## config.mk

```make
export PLATFORM = sky130hd
export DESIGN_NAME = binomial_mod_prime_unit
export DESIGN_NICKNAME = d
export VERILOG_FILES = /design/src/hw/rtl/bmp_pkg.sv /design/src/hw/rtl/bmp_modmul.sv /design/src/hw/rtl/binomial_mod_prime_unit.sv
export SDC_FILE = /design/constraint.sdc
export NUM_CORES = 2
export LEC_CHECK = 0
export BUFFER_PORTS_ARGS = -buffer_cell sky130_fd_sc_hd__buf_2
export CAP_MARGIN = 20
export CORE_MARGIN = 2
export CORE_UTILIZATION = 60
export CTS_BUF_LIST = sky130_fd_sc_hd__clkbuf_16
export DETAILED_ROUTE_END_ITERATION = 8
export PLACE_DENSITY = 0.79
export SLEW_MARGIN = 10
export SYNTH_ARGS = -nofsm -noshare
export SYNTH_HDL_FRONTEND = slang
export SYNTH_SLANG_ARGS = --single-unit
```

## constraint.sdc

```tcl
create_clock -name clk -period 10.25 [get_ports clk]
set_input_delay 3.075 -clock clk [delete_from_list [all_inputs] [get_ports clk]]
set_output_delay 3.075 -clock clk [all_outputs]
set_load 0.02 [all_outputs]
```

## src/hw/rtl/bmp_pkg.sv

```systemverilog
package bmp_pkg;

	localparam int unsigned VAL_W = 30;
	localparam int unsigned CNT_W = 16;
	localparam int unsigned MUL_W = 31;
	localparam int unsigned RED_W = 32;
	localparam int unsigned BIT_W = 5;

	localparam logic [VAL_W-1:0] PRIME      = 30'd1000000007;
	localparam logic [VAL_W-1:0] INV_EXP    = 30'd1000000005;
	// floor(2^60 / PRIME)
	localparam logic [MUL_W-1:0] BARRETT_MU = 31'd1152921496;
	localparam logic [BIT_W-1:0] EXP_MSB    = 5'd29;

	localparam int unsigned N_MAX_DEF = 65535;

	typedef logic [VAL_W-1:0] resid_t;
	typedef logic [CNT_W-1:0] count_t;

endpackage

```

## src/hw/rtl/bmp_modmul.sv

```systemverilog
module bmp_modmul (
	input  logic            clk,
	input  logic            arst_n,
	input  logic            start,
	input  bmp_pkg::resid_t op_a,
	input  bmp_pkg::resid_t op_b,
	output logic            done,
	output bmp_pkg::resid_t product
);

	localparam logic [1:0] PH_IDLE = 2'd0;
	localparam logic [1:0] PH_QUOT = 2'd1;
	localparam logic [1:0] PH_BACK = 2'd2;
	localparam logic [1:0] PH_FIX  = 2'd3;

	localparam logic [bmp_pkg::RED_W-1:0] P1 = bmp_pkg::RED_W'(bmp_pkg::PRIME);
	localparam logic [bmp_pkg::RED_W-1:0] P2 = P1 << 1;

	logic [1:0]                     phase_q;
	logic [2*bmp_pkg::MUL_W-1:0]    prod_q;
	logic [bmp_pkg::RED_W-1:0]      x_q;
	logic [bmp_pkg::MUL_W-1:0]      mul_a;
	logic [bmp_pkg::MUL_W-1:0]      mul_b;
	logic [bmp_pkg::RED_W-1:0]      rem;
	logic [bmp_pkg::RED_W-1:0]      rem_fix;
	logic                           done_q;
	bmp_pkg::resid_t                product_q;

	// one shared multiplier: a*b, then Barrett quotient, then quotient*p
	always_comb begin
		unique case (phase_q)
			PH_QUOT: begin
				mul_a = prod_q[2*bmp_pkg::VAL_W-1:bmp_pkg::VAL_W-1];
				mul_b = bmp_pkg::BARRETT_MU;
			end
			PH_BACK: begin
				mul_a = prod_q[2*bmp_pkg::MUL_W-1:bmp_pkg::MUL_W];
				mul_b = bmp_pkg::MUL_W'(bmp_pkg::PRIME);
			end
			default: begin
				mul_a = bmp_pkg::MUL_W'(op_a);
				mul_b = bmp_pkg::MUL_W'(op_b);
			end
		endcase
	end

	// remainder is below 3p, exact modulo 2^32
	assign rem = x_q - prod_q[bmp_pkg::RED_W-1:0];

	always_comb begin
		priority if (rem >= P2) begin
			rem_fix = rem - P2;
		end else if (rem >= P1) begin
			rem_fix = rem - P1;
		end else begin
			rem_fix = rem;
		end
	end

	always_ff @(posedge clk or negedge arst_n) begin
		if (!arst_n) begin
			phase_q <= PH_IDLE;
			done_q  <= 1'b0;
		end else begin
			done_q <= 1'b0;
			unique case (phase_q)
				PH_IDLE: begin
					if (start) begin
						phase_q <= PH_QUOT;
					end
				end
				PH_QUOT: phase_q <= PH_BACK;
				PH_BACK: phase_q <= PH_FIX;
				PH_FIX: begin
					phase_q <= PH_IDLE;
					done_q  <= 1'b1;
				end
				default: phase_q <= PH_IDLE;
			endcase
		end
	end

	always_ff @(posedge clk) begin
		prod_q <= mul_a * mul_b;
		if (phase_q == PH_QUOT) begin
			x_q <= prod_q[bmp_pkg::RED_W-1:0];
		end
		if (phase_q == PH_FIX) begin
			product_q <= rem_fix[bmp_pkg::VAL_W-1:0];
		end
	end

	assign done    = done_q;
	assign product = product_q;

endmodule

```

## src/hw/rtl/binomial_mod_prime_unit.sv

```systemverilog
// Sequence: an accepted request uses one shared modular multiplier for m factorial steps,
// m = max(top_count, 1), then one denominator product, 45 Fermat power steps (30 squares,
// 15 multiplies) and one final product. r > n or n > N_MAX: no products are made and
// the result is zero, passed straight to ST_OUT.
// Throughput: one request at a time, the next taken in the cycle the result goes valid.
// Reset clears the sequencer and the result valid flag; no state spans requests.
module binomial_mod_prime_unit #(
	parameter int unsigned N_MAX = bmp_pkg::N_MAX_DEF
) (
	input  logic                      clk,
	input  logic                      arst_n,
	input  logic                      req_valid,
	output logic                      req_ready,
	input  logic [bmp_pkg::CNT_W-1:0] top_count,
	input  logic [bmp_pkg::CNT_W-1:0] choose_count,
	output logic                      res_valid,
	input  logic                      res_ready,
	output logic [bmp_pkg::VAL_W-1:0] binomial_value
);

	localparam logic [3:0] ST_IDLE   = 4'd0;
	localparam logic [3:0] ST_FACT   = 4'd1;
	localparam logic [3:0] ST_FACT_W = 4'd2;
	localparam logic [3:0] ST_DEN    = 4'd3;
	localparam logic [3:0] ST_DEN_W  = 4'd4;
	localparam logic [3:0] ST_SQR    = 4'd5;
	localparam logic [3:0] ST_SQR_W  = 4'd6;
	localparam logic [3:0] ST_MULB   = 4'd7;
	localparam logic [3:0] ST_MULB_W = 4'd8;
	localparam logic [3:0] ST_FIN    = 4'd9;
	localparam logic [3:0] ST_FIN_W  = 4'd10;
	localparam logic [3:0] ST_OUT    = 4'd11;

	logic [3:0]                  state_q;
	bmp_pkg::count_t             n_q;
	bmp_pkg::count_t             rs_q;
	bmp_pkg::count_t             nrs_q;
	bmp_pkg::count_t             k_q;
	bmp_pkg::resid_t             acc_q;
	bmp_pkg::resid_t             fr_q;
	bmp_pkg::resid_t             fnr_q;
	bmp_pkg::resid_t             base_q;
	bmp_pkg::resid_t             pw_q;
	logic [bmp_pkg::BIT_W-1:0]   bit_q;
	logic                        res_valid_q;
	bmp_pkg::resid_t             binomial_value_q;

	logic                        accept;
	logic                        bad_req;
	bmp_pkg::count_t             diff;
	bmp_pkg::count_t             rs;
	logic                        mm_start;
	bmp_pkg::resid_t             mm_a;
	bmp_pkg::resid_t             mm_b;
	logic                        mm_done;
	bmp_pkg::resid_t             mm_prod;
	logic                        out_free;

	assign req_ready = (state_q == ST_IDLE);
	assign accept    = req_valid && req_ready;
	assign bad_req   = (choose_count > top_count) || (32'(top_count) > N_MAX);
	assign diff      = top_count - choose_count;
	assign rs        = (choose_count > diff) ? diff : choose_count;
	assign out_free  = !res_valid_q || res_ready;

	assign mm_start = (state_q == ST_FACT) || (state_q == ST_DEN) || (state_q == ST_SQR)
		|| (state_q == ST_MULB) || (state_q == ST_FIN);

	always_comb begin
		unique case (state_q)
			ST_FACT: begin
				mm_a = acc_q;
				mm_b = bmp_pkg::resid_t'(k_q);
			end
			ST_DEN: begin
				mm_a = fr_q;
				mm_b = fnr_q;
			end
			ST_SQR: begin
				mm_a = pw_q;
				mm_b = pw_q;
			end
			ST_MULB: begin
				mm_a = pw_q;
				mm_b = base_q;
			end
			default: begin
				mm_a = acc_q;
				mm_b = pw_q;
			end
		endcase
	end

	bmp_modmul u_modmul (
		.clk     (clk),
		.arst_n  (arst_n),
		.start   (mm_start),
		.op_a    (mm_a),
		.op_b    (mm_b),
		.done    (mm_done),
		.product (mm_prod)
	);

	always_ff @(posedge clk or negedge arst_n) begin
		if (!arst_n) begin
			state_q     <= ST_IDLE;
			res_valid_q <= 1'b0;
		end else begin
			if (state_q == ST_OUT && out_free) begin
				res_valid_q <= 1'b1;
			end else if (res_valid_q && res_ready) begin
				res_valid_q <= 1'b0;
			end
			unique case (state_q)
				ST_IDLE: begin
					if (accept) begin
						state_q <= bad_req ? ST_OUT : ST_FACT;
					end
				end
				ST_FACT:   state_q <= ST_FACT_W;
				ST_FACT_W: begin
					if (mm_done) begin
						state_q <= (k_q >= n_q) ? ST_DEN : ST_FACT;
					end
				end
				ST_DEN:    state_q <= ST_DEN_W;
				ST_DEN_W: begin
					if (mm_done) begin
						state_q <= ST_SQR;
					end
				end
				ST_SQR:    state_q <= ST_SQR_W;
				ST_SQR_W: begin
					if (mm_done) begin
						priority if (bmp_pkg::INV_EXP[bit_q]) begin
							state_q <= ST_MULB;
						end else if (bit_q == '0) begin
							state_q <= ST_FIN;
						end else begin
							state_q <= ST_SQR;
						end
					end
				end
				ST_MULB:   state_q <= ST_MULB_W;
				ST_MULB_W: begin
					if (mm_done) begin
						state_q <= (bit_q == '0) ? ST_FIN : ST_SQR;
					end
				end
				ST_FIN:    state_q <= ST_FIN_W;
				ST_FIN_W: begin
					if (mm_done) begin
						state_q <= ST_OUT;
					end
				end
				ST_OUT: begin
					if (out_free) begin
						state_q <= ST_IDLE;
					end
				end
				default: state_q <= ST_IDLE;
			endcase
		end
	end

	always_ff @(posedge clk) begin
		unique case (state_q)
			ST_IDLE: begin
				if (accept) begin
					n_q   <= top_count;
					rs_q  <= rs;
					nrs_q <= top_count - rs;
					k_q   <= bmp_pkg::count_t'(1);
					acc_q <= bad_req ? '0 : bmp_pkg::resid_t'(1);
					fr_q  <= bmp_pkg::resid_t'(1);
					fnr_q <= bmp_pkg::resid_t'(1);
				end
			end
			ST_FACT_W: begin
				if (mm_done) begin
					acc_q <= mm_prod;
					if (k_q == rs_q) begin
						fr_q <= mm_prod;
					end
					if (k_q == nrs_q) begin
						fnr_q <= mm_prod;
					end
					if (k_q < n_q) begin
						k_q <= k_q + bmp_pkg::count_t'(1);
					end
				end
			end
			ST_DEN_W: begin
				if (mm_done) begin
					base_q <= mm_prod;
					pw_q   <= bmp_pkg::resid_t'(1);
					bit_q  <= bmp_pkg::EXP_MSB;
				end
			end
			ST_SQR_W: begin
				if (mm_done) begin
					pw_q <= mm_prod;
					if (!bmp_pkg::INV_EXP[bit_q] && bit_q != '0) begin
						bit_q <= bit_q - bmp_pkg::BIT_W'(1);
					end
				end
			end
			ST_MULB_W: begin
				if (mm_done) begin
					pw_q <= mm_prod;
					if (bit_q != '0) begin
						bit_q <= bit_q - bmp_pkg::BIT_W'(1);
					end
				end
			end
			ST_FIN_W: begin
				if (mm_done) begin
					acc_q <= mm_prod;
				end
			end
			ST_OUT: begin
				if (out_free) begin
					binomial_value_q <= acc_q;
				end
			end
			default: begin
			end
		endcase
	end

	assign res_valid      = res_valid_q;
	assign binomial_value = binomial_value_q;

endmodule
```

# Yosys cells after proc, flatten, opt, wreduce, memory -nomap -nowiden

Memories as Yosys holds them, arrays and structs flattened. A register that Yosys moved wholly into a read port is not among the register bits.
Cells that the tools add are included.

Memories kept: 1
Bits in read-only memories: 32
Bits in registers: 381
Output and inout port bits: 32
Input bits: 36
Logic and storage cells: 147

Magnitude comparators: 7
Equality and inequality tests: 31
Multiply operators: 1
Reduce and logical (&&, ||, !) cells: 33
Mux-type cells: 49
Add/sub/neg operators: 7

Memory list:

| memory           | depth | bits a word | rd ports | clocked after Yosys merged registers in | wr ports | line                           | RTL |
|---|---|---|---|---|---|---|---|
| (name not given) | 32    | 1           | 1        | 1                                       | 0        | binomial_mod_prime_unit.sv:203 | `if (!bmp_pkg::INV_EXP[bit_q] && bit_q != '0) begin` |

Operators with widths:

| cell                                                                    | count |
|---|---|
| 30-bit 2-to-1 mux                                                       | 10 |
| 30-bit case mux with 2 select lines                                     | 5 |
| 31-bit case mux with 2 select lines                                     | 2 |
| 30-bit case mux with 3 select lines                                     | 1 |
| 16-bit 2-to-1 mux                                                       | 4 |
| 31-bit by 31-bit multiplier with 62-bit output                          | 1 |
| 30-bit subtractor, second input constant                                | 2 |
| 4-bit case mux with 12 select lines                                     | 1 |
| 4-bit 2-to-1 mux                                                        | 10 |
| 16-bit equality test                                                    | 2 |
| 32-bit by 30-bit >= comparator with 1-bit output, second input constant | 1 |
| 32-bit by 31-bit >= comparator with 1-bit output, second input constant | 1 |
| 16-bit > comparator                                                     | 2 |
| 16-bit case mux with 2 select lines                                     | 1 |
| 16-bit subtractor                                                       | 2 |
| 32-bit subtractor                                                       | 1 |
| 5-bit 2-to-1 mux                                                        | 6 |
| 16-bit by 1-bit adder with 16-bit output, second input constant         | 1 |
| 4-bit by 3-bit equality test with 1-bit output, second input constant   | 4 |
| 4-bit equality test, second input constant                              | 4 |
| 16-bit >= comparator                                                    | 1 |
| 16-bit less-than comparator                                             | 1 |
| 2-bit by 1-bit != test with 1-bit output, second input constant         | 8 |
| 5-bit case mux with 3 select lines                                      | 1 |
| other kinds (25)                                                        | 56 |

# Depth between registers and ports, before layout

Word-level depth: 8
Gate-level depth with buffers: 42
Mapped depth without buffers: 41

# Hierarchy

A second synthesis with hierarchy kept.

Cell total of the unflattened synthesis: 5,333
Area, all modules: 50,669.8 um2

Modules (own cells, without submodules):

| module                  | area an instance (um2) | times used | cells an instance | seq. area each (um2) |
|---|---|---|---|---|
| bmp_modmul              | 37,424.6               | 1          | 4,181             | 3,178.0 |
| binomial_mod_prime_unit | 13,245.2               | 1          | 1,152             | 7,622.3 |

# Worst setup path after synthesis

OpenSTA, ideal clock, no wires.

Path kind: input port to flip-flop
Start: input port top_count[0] (netlist bit)
End: register nrs_q[15], data pin
Setup time: 0.268 ns
Arrival time: 9.628 ns
Buffers on the path: 2
Cell stages on the path: 39
Data required time: 9.982 ns
Slack: 0.354 ns
Cell sequence: inv_1 > ha_1 > inv_1 > fa_1 > a21o_1 > a21oi_1 > o21ai_0 > a21oi_1 > o21bai_1 > a21oi_1 > o21bai_1 > a21oi_1 > o21ai_0 > a21o_1 > a21oi_1 > xnor2_1 > inv_1 > ha_1 > (+3 left out) > a21o_1 > clkbuf_1 > clkbuf_1 > a21oi_1 > ha_1 > nor2b_1 > o21ai_0 > a21boi_0 > o21ai_0 > a21boi_0 > o21ai_0 > nand2b_1 > a31oi_1 > a211oi_1 > o21a_1 > o21a_1 > o311ai_0 > xnor2_1

Word-level cells in the longest chain between the ends: 4

RTL lines:

| element              | line                           | RTL |
|---|---|---|
| from (decl)          | binomial_mod_prime_unit.sv:14  | `input logic [bmp_pkg::CNT_W-1:0] top_count,` |
| 16-bit subtractor    | binomial_mod_prime_unit.sv:62  | `assign diff = top_count - choose_count;` |
| 16-bit > comparator  | binomial_mod_prime_unit.sv:63  | `assign rs = (choose_count > diff) ? diff : choose_count;` |
| 16-bit 2-to-1 mux    | binomial_mod_prime_unit.sv:63  |  |
| 16-bit subtractor *  | binomial_mod_prime_unit.sv:172 | `nrs_q <= top_count - rs;` |
| to (signal assigned) | binomial_mod_prime_unit.sv:172 |  |
| to (decl)            | binomial_mod_prime_unit.sv:37  | `bmp_pkg::count_t nrs_q;` |

Every way passes the cells marked *; elsewhere a longest branch is shown, timed or not.
A chain may end at the register's enable or synchronous reset.

# Worst setup path after layout

Start: register state_q[1]
End: register u_modmul.prod_q[58] (netlist bit)

Word-level cells in the longest chain between the ends: 5
Elaborated cells between the ends (all ways): 10
Those cells by class: 1 x mul; 4 x eq/ne; 4 x mux; 1 x reduce/logical

RTL lines:

| element                                          | line                           | RTL |
|---|---|---|
| from (decl)                                      | binomial_mod_prime_unit.sv:34  | `logic [3:0] state_q;` |
| from (signal assigned)                           | binomial_mod_prime_unit.sv:117 | `state_q <= bad_req ? ST_OUT : ST_FACT;` |
| from (signal assigned)                           | binomial_mod_prime_unit.sv:123 | `state_q <= (k_q >= n_q) ? ST_DEN : ST_FACT;` |
| from (signal assigned)                           | binomial_mod_prime_unit.sv:147 | `state_q <= (bit_q == '0) ? ST_FIN : ST_SQR;` |
| 4-bit by 3-bit equality test with 1-bit output   | binomial_mod_prime_unit.sv:70  | `unique case (state_q)` |
| 2-bit OR reduction (no line)                     | --                             |  |
| 30-bit case mux with 2 select lines              | binomial_mod_prime_unit.sv:70  |  |
| 31-bit case mux with 2 select lines              | bmp_modmul.sv:31               | `unique case (phase_q)` |
| 31-bit by 31-bit multiplier with 62-bit output * | bmp_modmul.sv:84               | `prod_q <= mul_a * mul_b;` |
| to (signal assigned)                             | bmp_modmul.sv:84               |  |
| to (decl)                                        | bmp_modmul.sv:20               | `logic [2*bmp_pkg::MUL_W-1:0] prod_q;` |

Marks and branches as above.

==> reports/qor.csv <==
stage,metric,value,unit
outcome,run status,"complete, no violations",
critical_path,crit path from,state_q[1],
yosys,Netlist cell types,89,
floorplan,I/O pins,68,
cts,CTS root buffer,clkbuf_16,
sta,Slew headroom,32.7,%
sta,final setup vio count,0,
floorplan,die area,0.0869,mm²
cts,Inserted Clock Buffers,44,
yosys,#FFs+latches synth,382,
final_layout,layout cell share with drive strength beyond 1,10.2,%
critical_path,R2R setup slack,0.30,ns
critical_path,Reg2Reg Launch Point,state_q[1],
final_layout,fin area,0.0559,mm²
grt,vias in the first global route,41400,
job,max-cap violations,0,
detailed_routing,via count,40700,
detailed_routing,post-route ant nets,0,
detailed_routing,routed wire length,174000,µm
sta,Final Hold Viols,0,
critical_path,WP depth,35,
yosys,Mapped Area,0.0507,mm²
grt,Global Route Usage Sum,41.3,%
detailed_routing,met2 routed WL,73100,µm
detailed_routing,drt pass-1 iters,6,
critical_path,Setup crit end,u_modmul.prod_q[58],
critical_path,CP Launch Type,flop,
cts,H-tree levels,2,
yosys,largest area contributor in the netlist,fa_1,
yosys,most frequent cell after synthesis,inv_1,
yosys,sequential fraction of the synthesis area,21.3,%
cts,CTS tree,yes,
hold_path,Hold Crit Class,flop to flop,
sta,Slew @ Worst Pin,1.01,ns
sta,Setup Skew,0.0461,ns
sta,Peak Freq,101,MHz
place,DP HPWL,142000,µm
critical_path,crit end category,flop,
place,# port buffers,67,
critical_path,critical path's top delay family,adder cells,
critical_path,"Arr. time, crit path",10.46,ns
final_layout,P&R area growth vs syn,10.3,%
grt,largest net degree at the start of global routing,63,
yosys,"EDFF count, synth",311,
detailed_routing,DRC Markers,0,
yosys,top-area cell type share of the netlist area,33.2,%
detailed_routing,met3 WL,23100,µm
yosys,Post-Syn Instances,5401,
yosys,Mean Syn Cell Area,9.39,µm²
floorplan,Die Ht,295,µm
detailed_routing,DR WL/cell,25.7,µm
yosys,synth cell count leaders,"inv_1, fa_1, nand2_1",
final_layout,nets@finish,6819,
floorplan,row count,106,
grt,initial antenna violation count,1,
critical_path,Crit Path Class,flop to flop,
floorplan,total core area,0.0837,mm²
critical_path,CP max stage delay,0.65,ns
sta,Final WS setup,0.302,ns
critical_path,CP Buf/Inv Count,6,
grt,total gr overflow,0,
place,gpl congestion,1.07,
detailed_routing,max layer used,met4,
critical_path,FF-to-FF End,u_modmul.prod_q[58],
yosys,Synth async-reset ratio,2.09,%
floorplan,Chip Width,295,µm
yosys,yosys warns,0,
critical_path,CP most frequent cell,fa_1,
detailed_routing,initial drt markers,4984,
place,Setup WS pre-CTS,-0.0148,ns
sta,final worst-path cycle share,97.1,%
grt,first-pass GRT wire length,261000,µm
cts,CTS Hold Bufs,0,
sta,fin. max-slew vios,0,
cts,Worst-Skew Late Latency,0.61,ns
yosys,Synth Flop Type,edfxtp_1,
cts,clock buffer depth,3,
detailed_routing,M1 WL,69000,µm
critical_path,crit-path max FO,19,
cts,# clock sinks,382,
yosys,Synth area leaders,"fa_1, edfxtp_1, ha_1, inv_1, nand2_1",
sta,Tmin final,9.95,ns
floorplan,Starting Density,60.6,%
cts,Worst-path clk slew,0.06,ns
critical_path,R2R depth,35,
critical_path,required time of the worst setup path,10.76,ns
critical_path,slowest CP cell,fa_1,
place,DP Area,0.0543,mm²
detailed_routing,post-DR vias/cell,6.03,
worst register-to-register path: cells and delay by family (launching register included):
family / cells / cell delay [ns]
buf+inv: 6 / 1.00
compound gates: 11 / 2.11
flops: 1 / 0.48
fa+ha+maj: 9 / 4.71
xor+xnor: 1 / 0.14
simple gates: 8 / 1.42
kinds of logic (layout without fill, tap and decap cells):
family	Yosys count	in the layout	synth area share, %
simple gates	1665	1665	14.3
buf+inv	1223	1439	9.16
fa+ha+maj	1198	1198	42.0
compound gates	743	743	9.92
flops	382	382	21.3
xor+xnor	175	175	3.02
mux	13	13	0.294
other cells	2	8	0.0148
registers in the layout, indices dropped and copies added, names as in the netlist, named ones only:
signal and count:
acc_q 30, base_q 30, binomial_value 30, bit_q 5
fnr_q 30, fr_q 30, k_q 16, n_q 16
nrs_q 16, pw_q 30, res_valid 1, rs_q 16
state_q 4, u_modmul.done 1, u_modmul.phase_q 2, u_modmul.prod_q 62
u_modmul.product 30, u_modmul.x_q 32
layout make-up:
cell class / count / area [µm²]
antenna: 2 / 5.00
clock buffer: 45 / 1130
clock inverter: 37 / 327
fill: 6725 / 27800
inverter: 954 / 3580
multi-input combinational: 3800 / 35500
sequential: 382 / 10800
tap: 1134 / 1420
timing repair buffer: 403 / 3170
timing repair:
item	in CTS	in global routing
endpoints found under the setup margin	0	14
buffers inserted	0	0
resized for setup	0	19
how the worst min path moves through the flow:
stage                                    from          endpoint  slack [ns]  depth (start not counted)
after floorplan           u_modmul.prod_q[10]  u_modmul.x_q[10]        0.41                          0
after global placement     u_modmul.prod_q[2]   u_modmul.x_q[2]        0.41                          0
after detailed placement   u_modmul.prod_q[6]   u_modmul.x_q[6]        0.42                          0
after CTS                  u_modmul.prod_q[8]   u_modmul.x_q[8]        0.43                          0
after global routing       u_modmul.prod_q[2]   u_modmul.x_q[2]        0.44                          0
final                      u_modmul.prod_q[6]   u_modmul.x_q[6]        0.43                          0
metal layers:
layer	up-vias	global-route usage, %
met3	415	12.1
met5	-	0
met2	2604	59.8
met1	20200	58.4
li1	17500	-
met4	0	16.8
stage by stage:
| step | TNS [ns] | hold slack (ns) | cells | util, % |
|---|---|---|---|---|
| global placement | 0 | 0.412 | 6670 | 64.9 |
| finish | 0 | 0.427 | 6757 | 66.8 |
| floorplan | 0 | 0.408 | 5405 | - |
| global route | -0.00924 | 0.440 | 6755 | 66.8 |
| CTS | 0 | 0.426 | 6753 | 66.7 |
| detailed placement | -0.0287 | 0.415 | 6671 | 64.9 |
layout by cell type, fill, tap and decap left out, types with 12 or more instances in the layout:
cell type and n:
nor3_1 25, xor2_1 76, buf_4 312, nor2_1 561, and3_1 57, buf_2 67
nor2b_1 32, nand4_1 25, ha_1 355, nand2b_1 41, buf_12 22, o21bai_1 14
a211o_1 12, o211ai_1 14, a21o_1 66, o21a_1 41, edfxtp_1 311, nand2_1 695
clkbuf_16 45, nor4_1 15, inv_1 960, and2_1 99, or2_2 21, a221oi_1 18
a22oi_1 59, a21oi_1 178, xnor2_1 99, dfxtp_1 63, a31oi_1 31, a211oi_1 22
o21ai_0 106, o21ai_1 21, nand3_1 42, a31o_2 26, fa_1 840
Power is not shown: default switching activity piles up to over one toggle a cycle in this logic, so the estimate is an artifact.
